**src/hw/rtl/tbpr_pkg.sv**
```systemverilog
`default_nettype none

package tbpr_pkg;

    localparam int POSITION_BITS = 12;
    localparam int POS_W         = POSITION_BITS;
    localparam int POS_LIMIT     = (2 ** POS_W) - 1;
    localparam int CAP_W         = 12;
    localparam int WPOS_W        = 12;
    localparam int RUN_W         = 9;
    localparam int CMP_W         = ((POS_W > CAP_W) ? POS_W : CAP_W) + 1;

    localparam logic [CAP_W-1:0] CAP_RESET = CAP_W'(720);

    localparam logic [RUN_W-1:0] RUN3_BASE = RUN_W'(3);
    localparam logic [RUN_W-1:0] RUN4_BASE = RUN_W'(12);
    localparam logic [RUN_W-1:0] RUN8_BASE = RUN_W'(29);

    localparam logic [3:0] RUN3_BITS = 4'd3;
    localparam logic [3:0] RUN4_BITS = 4'd4;
    localparam logic [3:0] RUN8_BITS = 4'd8;
    localparam logic [3:0] PIX_BITS  = 4'd2;

    localparam logic [1:0] SW_END  = 2'b00;
    localparam logic [1:0] SW_TWO  = 2'b01;
    localparam logic [1:0] SW_RUN4 = 2'b10;

    typedef enum logic [9:0] {
        PH_CODE_A = 10'b00_0000_0001,
        PH_CODE_B = 10'b00_0000_0010,
        PH_SW1    = 10'b00_0000_0100,
        PH_SW2    = 10'b00_0000_1000,
        PH_SW3_A  = 10'b00_0001_0000,
        PH_SW3_B  = 10'b00_0010_0000,
        PH_RUN3   = 10'b00_0100_0000,
        PH_RUN4   = 10'b00_1000_0000,
        PH_RUN8   = 10'b01_0000_0000,
        PH_PIX    = 10'b10_0000_0000
    } tbpr_phase_t;

    typedef struct packed {
        logic stream_bit;
        logic start_of_string;
    } tbpr_item_t;

    typedef struct packed {
        logic [1:0]        pixel_code;
        logic [RUN_W-1:0]  run_length;
        logic [WPOS_W-1:0] write_position;
        logic [RUN_W-1:0]  written_length;
        logic              end_of_string;
    } tbpr_result_t;

endpackage

`default_nettype wire

```
**src/hw/rtl/tbpr_if.sv**
```systemverilog
`default_nettype none

interface tbpr_stream_if;
    import tbpr_pkg::*;
    logic       valid;
    logic       ready;
    tbpr_item_t data;
    modport source (output valid, output data, input ready);
    modport sink (input valid, input data, output ready);
endinterface

interface tbpr_run_if;
    import tbpr_pkg::*;
    logic         valid;
    logic         ready;
    tbpr_result_t data;
    modport source (output valid, output data, input ready);
    modport sink (input valid, input data, output ready);
endinterface

interface tbpr_cfg_if;
    import tbpr_pkg::*;
    logic             valid;
    logic             ready;
    logic [CAP_W-1:0] data;
    modport source (output valid, output data, input ready);
    modport sink (input valid, input data, output ready);
endinterface

`default_nettype wire

```
**src/hw/rtl/tbpr_in_reg.sv**
```systemverilog
`default_nettype none

module tbpr_in_reg
    import tbpr_pkg::*;
(
    input  wire logic   clk,
    input  wire logic   rst_n,
    tbpr_stream_if.sink stream,
    input  wire logic   advance,
    output logic        item_valid,
    output tbpr_item_t  item
);

    logic       valid_reg;
    logic       valid_next;
    tbpr_item_t item_reg;
    logic       accept;

    assign stream.ready = !valid_reg || advance;
    assign accept       = stream.valid && stream.ready;

    always_comb
    begin
        valid_next = valid_reg;
        if (accept)
        begin
            valid_next = 1'b1;
        end
        else if (advance)
        begin
            valid_next = 1'b0;
        end
    end

    always_ff @(posedge clk or negedge rst_n)
    begin
        if (!rst_n)
        begin
            valid_reg <= 1'b0;
        end
        else
        begin
            valid_reg <= valid_next;
        end
    end

    always_ff @(posedge clk)
    begin
        if (accept)
        begin
            item_reg <= stream.data;
        end
    end

    assign item_valid = valid_reg;
    assign item       = item_reg;

endmodule

`default_nettype wire

```
**src/hw/rtl/tbpr_parser.sv**
```systemverilog
`default_nettype none

module tbpr_parser
    import tbpr_pkg::*;
(
    input  wire logic             clk,
    input  wire logic             rst_n,
    input  wire logic             advance,
    input  wire tbpr_item_t       item,
    input  wire logic [CAP_W-1:0] capacity,
    output logic                  has_result,
    output tbpr_result_t          result
);

    tbpr_phase_t      phase_reg, phase_next;
    logic [3:0]       remain_reg, remain_next;
    logic [7:0]       acc_reg, acc_next;
    logic [RUN_W-1:0] held_reg, held_next;
    logic [POS_W-1:0] pos_reg, pos_next;

    tbpr_phase_t      phase_cur;
    logic [3:0]       remain_cur;
    logic [7:0]       acc_cur;
    logic [POS_W-1:0] pos_cur;
    logic [7:0]       acc_shift;
    logic [3:0]       remain_dec;
    logic [1:0]       code2;

    logic             emit_run;
    logic             emit_end;
    logic [1:0]       run_pix;
    logic [RUN_W-1:0] run_len;

    logic [CMP_W-1:0] cap_ext;
    logic [CMP_W-1:0] eff_cap;
    logic [CMP_W-1:0] pos_ext;
    logic [CMP_W-1:0] room;
    logic [RUN_W-1:0] written;

    always_comb
    begin
        phase_cur  = item.start_of_string ? PH_CODE_A : phase_reg;
        remain_cur = item.start_of_string ? 4'd0 : remain_reg;
        acc_cur    = item.start_of_string ? 8'd0 : acc_reg;
        pos_cur    = item.start_of_string ? '0 : pos_reg;
        acc_shift  = {acc_cur[6:0], item.stream_bit};
        remain_dec = remain_cur - 4'd1;
        code2      = {acc_cur[0], item.stream_bit};
    end

    // capacity clip
    always_comb
    begin
        cap_ext = CMP_W'(capacity);
        eff_cap = (cap_ext < CMP_W'(POS_LIMIT)) ? cap_ext : CMP_W'(POS_LIMIT);
        pos_ext = CMP_W'(pos_cur);
        room    = eff_cap - pos_ext;
        written = '0;
        if (pos_ext < eff_cap)
        begin
            written = (CMP_W'(run_len) < room) ? run_len : room[RUN_W-1:0];
        end
    end

    always_comb
    begin
        phase_next  = phase_cur;
        remain_next = remain_cur;
        acc_next    = acc_cur;
        held_next   = held_reg;
        emit_run    = 1'b0;
        emit_end    = 1'b0;
        run_pix     = 2'd0;
        run_len     = '0;
        case (phase_cur)
            PH_CODE_A:
            begin
                acc_next   = {7'd0, item.stream_bit};
                phase_next = PH_CODE_B;
            end
            PH_CODE_B:
            begin
                if (code2 != 2'd0)
                begin
                    emit_run = 1'b1;
                    run_pix  = code2;
                    run_len  = RUN_W'(1);
                end
                else
                begin
                    phase_next = PH_SW1;
                end
            end
            PH_SW1:
            begin
                if (item.stream_bit)
                begin
                    phase_next  = PH_RUN3;
                    remain_next = RUN3_BITS;
                    acc_next    = 8'd0;
                end
                else
                begin
                    phase_next = PH_SW2;
                end
            end
            PH_SW2:
            begin
                if (item.stream_bit)
                begin
                    emit_run = 1'b1;
                    run_len  = RUN_W'(1);
                end
                else
                begin
                    phase_next = PH_SW3_A;
                end
            end
            PH_SW3_A:
            begin
                acc_next   = {7'd0, item.stream_bit};
                phase_next = PH_SW3_B;
            end
            PH_SW3_B:
            begin
                if (code2 == SW_END)
                begin
                    emit_end = 1'b1;
                end
                else if (code2 == SW_TWO)
                begin
                    emit_run = 1'b1;
                    run_len  = RUN_W'(2);
                end
                else if (code2 == SW_RUN4)
                begin
                    phase_next  = PH_RUN4;
                    remain_next = RUN4_BITS;
                    acc_next    = 8'd0;
                end
                else
                begin
                    phase_next  = PH_RUN8;
                    remain_next = RUN8_BITS;
                    acc_next    = 8'd0;
                end
            end
            PH_RUN3, PH_RUN4, PH_RUN8, PH_PIX:
            begin
                acc_next    = acc_shift;
                remain_next = remain_dec;
                if (remain_dec == 4'd0)
                begin
                    if (phase_cur == PH_PIX)
                    begin
                        emit_run = 1'b1;
                        run_pix  = acc_shift[1:0];
                        run_len  = held_reg;
                    end
                    else
                    begin
                        if (phase_cur == PH_RUN3)
                        begin
                            held_next = RUN3_BASE + RUN_W'(acc_shift[2:0]);
                        end
                        else if (phase_cur == PH_RUN4)
                        begin
                            held_next = RUN4_BASE + RUN_W'(acc_shift[3:0]);
                        end
                        else
                        begin
                            held_next = RUN8_BASE + RUN_W'(acc_shift);
                        end
                        phase_next  = PH_PIX;
                        remain_next = PIX_BITS;
                        acc_next    = 8'd0;
                    end
                end
            end
            default:
            begin
                phase_next  = PH_CODE_A;
                remain_next = 4'd0;
                acc_next    = 8'd0;
            end
        endcase

        if (emit_run || emit_end)
        begin
            phase_next  = PH_CODE_A;
            remain_next = 4'd0;
            acc_next    = 8'd0;
        end
    end

    always_comb
    begin
        pos_next = pos_cur;
        if (emit_run)
        begin
            pos_next = pos_cur + POS_W'(written);
        end
        else if (emit_end)
        begin
            pos_next = '0;
        end
    end

    always_comb
    begin
        has_result            = emit_run || emit_end;
        result.pixel_code     = run_pix;
        result.run_length     = run_len;
        result.write_position = WPOS_W'(pos_cur);
        result.written_length = emit_run ? written : '0;
        result.end_of_string  = emit_end;
    end

    always_ff @(posedge clk or negedge rst_n)
    begin
        if (!rst_n)
        begin
            phase_reg  <= PH_CODE_A;
            remain_reg <= 4'd0;
            acc_reg    <= 8'd0;
            held_reg   <= '0;
            pos_reg    <= '0;
        end
        else if (advance)
        begin
            phase_reg  <= phase_next;
            remain_reg <= remain_next;
            acc_reg    <= acc_next;
            held_reg   <= held_next;
            pos_reg    <= pos_next;
        end
    end

endmodule

`default_nettype wire

```
**src/hw/rtl/tbpr_out_reg.sv**
```systemverilog
`default_nettype none

module tbpr_out_reg
    import tbpr_pkg::*;
(
    input  wire logic         clk,
    input  wire logic         rst_n,
    input  wire logic         load,
    input  wire tbpr_result_t result,
    output logic              full,
    tbpr_run_if.source        run
);

    logic         valid_reg;
    logic         valid_next;
    tbpr_result_t data_reg;

    always_comb
    begin
        valid_next = valid_reg;
        if (load)
        begin
            valid_next = 1'b1;
        end
        else if (run.ready)
        begin
            valid_next = 1'b0;
        end
    end

    always_ff @(posedge clk or negedge rst_n)
    begin
        if (!rst_n)
        begin
            valid_reg <= 1'b0;
        end
        else
        begin
            valid_reg <= valid_next;
        end
    end

    always_ff @(posedge clk)
    begin
        if (load)
        begin
            data_reg <= result;
        end
    end

    assign run.valid = valid_reg;
    assign run.data  = data_reg;
    assign full      = valid_reg && !run.ready;

endmodule

`default_nettype wire

```
**src/hw/rtl/two_bit_pixel_run_decoder_top.sv**
```systemverilog
// channel  | role   | payload
// ---------+--------+------------------------------------------------------------
// stream   | sink   | stream_bit, start_of_string (one code string bit per item)
// run      | source | pixel_code, run_length, write_position, written_length,
//          |        | end_of_string
// cfg      | sink   | line_capacity (12 bits), always ready
//
// One item per clock sustained while the run channel does not back-pressure. An
// item is held in the input register and parsed; its result, if any, is registered
// in the result register, which drives run.valid. The parser steps only when the
// result register is empty or being drained.
// Reset clears parser state, position, valid flags; line_capacity resets to 720.
`default_nettype none

module two_bit_pixel_run_decoder_top
    import tbpr_pkg::*;
(
    input  wire logic   clk,
    input  wire logic   rst_n,
    tbpr_stream_if.sink stream,
    tbpr_run_if.source  run,
    tbpr_cfg_if.sink    cfg
);

    logic             item_valid;
    tbpr_item_t       item;
    logic             advance;
    logic             out_full;
    logic             has_result;
    tbpr_result_t     result;
    logic [CAP_W-1:0] capacity_reg;

    assign cfg.ready = 1'b1;

    always_ff @(posedge clk or negedge rst_n)
    begin
        if (!rst_n)
        begin
            capacity_reg <= CAP_RESET;
        end
        else if (cfg.valid)
        begin
            capacity_reg <= cfg.data;
        end
    end

    assign advance = item_valid && !out_full;

    tbpr_in_reg u_in_reg (
        .clk        (clk),
        .rst_n      (rst_n),
        .stream     (stream),
        .advance    (advance),
        .item_valid (item_valid),
        .item       (item)
    );

    tbpr_parser u_parser (
        .clk        (clk),
        .rst_n      (rst_n),
        .advance    (advance),
        .item       (item),
        .capacity   (capacity_reg),
        .has_result (has_result),
        .result     (result)
    );

    tbpr_out_reg u_out_reg (
        .clk    (clk),
        .rst_n  (rst_n),
        .load   (advance && has_result),
        .result (result),
        .full   (out_full),
        .run    (run)
    );

endmodule

`default_nettype wire
```
**src/flat_wrapper.sv**
```systemverilog
// flat-port wrapper written by rule: the top's interface ports become plain ports
module two_bit_pixel_run_decoder_top_flat import tbpr_pkg::*;
  (clk, rst_n, stream_valid, stream_data, stream_ready, run_valid, run_data, run_ready, cfg_valid, cfg_data, cfg_ready);
  tbpr_stream_if stream_i ();
  tbpr_run_if run_i ();
  tbpr_cfg_if cfg_i ();
  input  wire logic clk;
  input  wire logic rst_n;
  input wire logic [$bits(stream_i.valid)-1:0] stream_valid;
  input wire logic [$bits(stream_i.data)-1:0] stream_data;
  output wire logic [$bits(stream_i.ready)-1:0] stream_ready;
  output wire logic [$bits(run_i.valid)-1:0] run_valid;
  output wire logic [$bits(run_i.data)-1:0] run_data;
  input wire logic [$bits(run_i.ready)-1:0] run_ready;
  input wire logic [$bits(cfg_i.valid)-1:0] cfg_valid;
  input wire logic [$bits(cfg_i.data)-1:0] cfg_data;
  output wire logic [$bits(cfg_i.ready)-1:0] cfg_ready;
  assign stream_i.valid = stream_valid;
  assign stream_i.data = stream_data;
  assign stream_ready = stream_i.ready;
  assign run_valid = run_i.valid;
  assign run_data = run_i.data;
  assign run_i.ready = run_ready;
  assign cfg_i.valid = cfg_valid;
  assign cfg_i.data = cfg_data;
  assign cfg_ready = cfg_i.ready;
  two_bit_pixel_run_decoder_top u_core (.clk(clk), .rst_n(rst_n), .stream(stream_i), .run(run_i), .cfg(cfg_i));
endmodule
```
**config.mk**
```make
export PLATFORM = sky130hd
export DESIGN_NAME = two_bit_pixel_run_decoder_top_flat
export DESIGN_NICKNAME = d
export VERILOG_FILES = /design/src/hw/rtl/tbpr_pkg.sv /design/src/hw/rtl/tbpr_if.sv /design/src/hw/rtl/tbpr_in_reg.sv /design/src/hw/rtl/tbpr_parser.sv /design/src/hw/rtl/tbpr_out_reg.sv /design/src/hw/rtl/two_bit_pixel_run_decoder_top.sv /design/src/flat_wrapper.sv
export SDC_FILE = /design/constraint.sdc
export NUM_CORES = 1
export LEC_CHECK = 0
export BUFFER_PORTS_ARGS = -buffer_cell sky130_fd_sc_hd__buf_2
export CORE_ASPECT_RATIO = 1.4
export CORE_MARGIN = 2
export CORE_UTILIZATION = 50
export CTS_CLUSTER_DIAMETER = 30
export DETAILED_ROUTE_END_ITERATION = 7
export PLACE_DENSITY = 0.79
export SETUP_SLACK_MARGIN = 0.1
export SYNTH_ARGS = -nofsm -noshare
export SYNTH_HDL_FRONTEND = slang
export SYNTH_SLANG_ARGS = --single-unit
```
**constraint.sdc**
```tcl
create_clock -name clk -period 6.05 [get_ports clk]
set_clock_uncertainty 0.1 [all_clocks]
set_input_delay 0.605 -clock clk [delete_from_list [all_inputs] [get_ports clk]]
set_output_delay 0.605 -clock clk [all_outputs]
set_load 0.01 [all_outputs]
```
==> flow_summary.toml <==
[synthesis]
syn_nets = 657
yosysWarnings = 0
netlist_instances = 601
ys_seq_elements = 91
synth-main-ff-cell = "dfrtp_1"
synth_area_sq_um = 5652
yosysSeqAreaShare = 0.4350
syn_avg_cell_area_sq_um = 9.404
ys_types = 66
synth_edf_count = 35
async_reset_ff_frac = 0.6154

[final_layout]
nets = 703
area_growth_pct = 14.15
largest_reg_flops = 33
drive_above_1_share = 0.1963
final_common_cell = "nand2_1"
diodes = 0
stdcell_count = 793
final_cell_mix = "nand2_1, nor2_1, buf_2"

[power]
p_per_area_nw_per_um2 = 245.7
design_power_total_mw = 1.585
peakVddDrop_v = 0.0001622
power.leakage_nw = 2.939

[placed_design]
dp_cells = 776
gp_congestion = 0.9666
hpwl_um = 11070
port_buffers = 53

[sta]
period_minus_slack_ns = 5.694
fmax_mhz = 175.6
finalMaxSlewViolations = 0
hold_violations = 0
max-slew-margin-rel = 0.4878
worst_pin_slew_ns = 0.7624
rsz0062_at_grt = "false"
finalSetupViolCount = 0
fin_crit_sh = 0.9412
fin_tns_setup_ns = 0

[clocking]
cts_max_path_buffers = 2
cts_hold_buf = 0
ctsRootBufferMaster = "clkbuf_16"
cts_tree = "yes"
clock-sinks = 91
clk_pin_slew_worst_paths_ns = 0.07
cts_buffers = 9
clock_latency_ns = 0.35
htreeDepth = 3

[floorplan]
dieArea_sq_um = 12180
fp-row-count = 45
coreArea_sq_um = 10920
ios = 55
start_util = 0.5174
die_y_um = 129.8
die_w_um = 93.86

[critical_path]
crit_cells = 27
endpoint_kind = "flip-flop"
crit_start = "u_core.u_in_reg.item[0]"
crit_required_ns = 6.20
worstReg2RegEnd = "u_core.u_parser.pos_reg[10]"
cp_slowest_cell = "edfxtp_1"
critical-path-max-stage-delay_ns = 0.44
crit_type = "flip-flop to flip-flop"
startpoint_type = "flip-flop"
worst-path-max-fanout = 15
crit_family = "compound AO/OA/AOI/OAI gates"
cp_num_buf_inv = 4
r2r-start = "u_core.u_in_reg.item[0]"
reg2regPathDepth = 27
critPathArrivalTime_ns = 5.84
r2r_slack_ns = 0.36
timing.critical_path.mode_cell = "ha_1"

[status]
status = "finished, final reports clean"

[job]
maxCapViolCount = 0

[global_routing]
grtUsageTotal = 0.2451
grt_pass1_wl_um = 22640
antenna_found_initial = 0
grt_max_degree = 57
grt_pass1_vias = 4616
gr-total-overflow = 0

[detailed_routing]
vias = 4773
post_drt_wl_per_cell_um = 18.55
dr.pass1.iters = 7
ant_nets = 0
drc = 0
first_iter_violations = 263
drt-total-wl_um = 14710
vias_per_cell = 6.019

[worst_hold_path]
hold_class = "primary input to async pin"
==> synthesized netlist by cell type (3+ instances only) <==
master    count  area share
nand2_1      73       0.048
nor2_1       58       0.039
dfrtp_1      51        0.23
o21ai_0      49       0.043
inv_1        38       0.025
edfxtp_1     35        0.19
ha_1         35       0.077
a21oi_1      30       0.027
clkbuf_1     23       0.015
mux2_2       21       0.042
a22o_1       14       0.022
a21o_1       13       0.017
nor2b_1      12       0.013
xnor2_1      11       0.017
nor3_1       10      0.0089
nand2b_1      9       0.010
xor2_1        9       0.014
nand4_1       8      0.0089
o211ai_1      7      0.0093
nand3_1       6      0.0053
dfstp_2       5       0.023
o31ai_1       5      0.0066
a211oi_1      4      0.0053
buf_2         4      0.0035
o21a_1        4      0.0053
or2_2         4      0.0044
and2_1        3      0.0033
buf_1         3      0.0020
mux2i_1       3      0.0053
nor3b_1       3      0.0040
nor4_1        3      0.0033
o221ai_1      3      0.0046
o22a_1        3      0.0046
or3_1         3      0.0033
==> report_power, final <==
part,total (mW),switching [mW],internal [mW]
combinational,0.262,0.164,0.0980
clock,0.639,0.248,0.391
sequential,0.684,0.0195,0.664
==> worst reg2reg max path, stage by stage, from the launching register on <==
cell and delay, ns:
edfxtp_1 0.44, inv_2 0.14, buf_4 0.25, nand2_1 0.22, ha_1 0.41, o21a_1 0.21, a21o_1 0.22, a21oi_2 0.16
xor2_1 0.10, ha_1 0.28, inv_1 0.05, o21ai_2 0.16, o221a_2 0.21, o221ai_2 0.10, nor4_4 0.37, mux2i_1 0.16
nor2_1 0.11, ha_1 0.20, inv_1 0.08, fa_1 0.40, nor2b_1 0.14, o21ai_0 0.11, a21boi_1 0.23, o211ai_1 0.16
a21oi_1 0.16, o211ai_1 0.11, nor2b_1 0.16, o22a_1 0.16
==> through the flow <==
stage	hold slack, ns	util	setup WS (ns)	instance area (sq um)
2_1_floorplan	0.2094	-	0.1073	5652
3_3_place_gp	0.3629	0.5546	0.2466	6058
3_5_place_dp	0.3698	0.5546	0.01661	6058
4_1_cts	0.3202	0.5863	0.05918	6404
5_1_grt	0.3216	0.5906	0.07274	6451
6_report	0.2818	0.5906	0.3560	6451
==> repair_timing <==
| item | 4_1_cts | 5_1_grt |
|---|---|---|
| buffers inserted | 0 | 1 |
| resized for setup | 2 | 13 |
| endpoints found under the setup margin | 4 | 7 |
| pin swaps | 0 | 4 |
==> layer usage <==
metal  global-route usage  part of all wire
met5                    0                 0
met4               0.1654             0.057
met3              0.03291             0.047
met2               0.4550              0.54
met1               0.2527              0.36
==> layout make-up <==
type | count | area [sq um]
fill | 901 | 4472
multi-input combinational | 440 | 2962
sequential | 91 | 2459
timing repair buffer | 66 | 362.8
clock buffer | 10 | 250.2
tap | 141 | 176.4
inverter | 39 | 146.4
clock inverter | 6 | 95.09
==> how the worst max path moves through the flow <==
stage | end | slack [ns]
CTS | u_core.u_parser.pos_reg[10] | 0.06
floorplan | u_core.u_parser.pos_reg[10] | 0.11
finish | u_core.u_parser.pos_reg[10] | 0.36
global placement | u_core.u_parser.pos_reg[11] | 0.25
detailed placement | u_core.u_parser.pos_reg[10] | 0.02
global route | u_core.u_parser.pos_reg[10] | 0.07
==> cell families after synthesis <==
group | count (synthesis) | share of synthesized area
simple gates | 204 | 0.1738
compound gates | 154 | 0.1798
flops | 91 | 0.4350
buf+inv | 70 | 0.04804
fa+ha+maj | 37 | 0.08457
mux | 24 | 0.04716
xor+xnor | 20 | 0.03099
other cells | 1 | 0.0006635
Power figures use the tool's default switching activity.
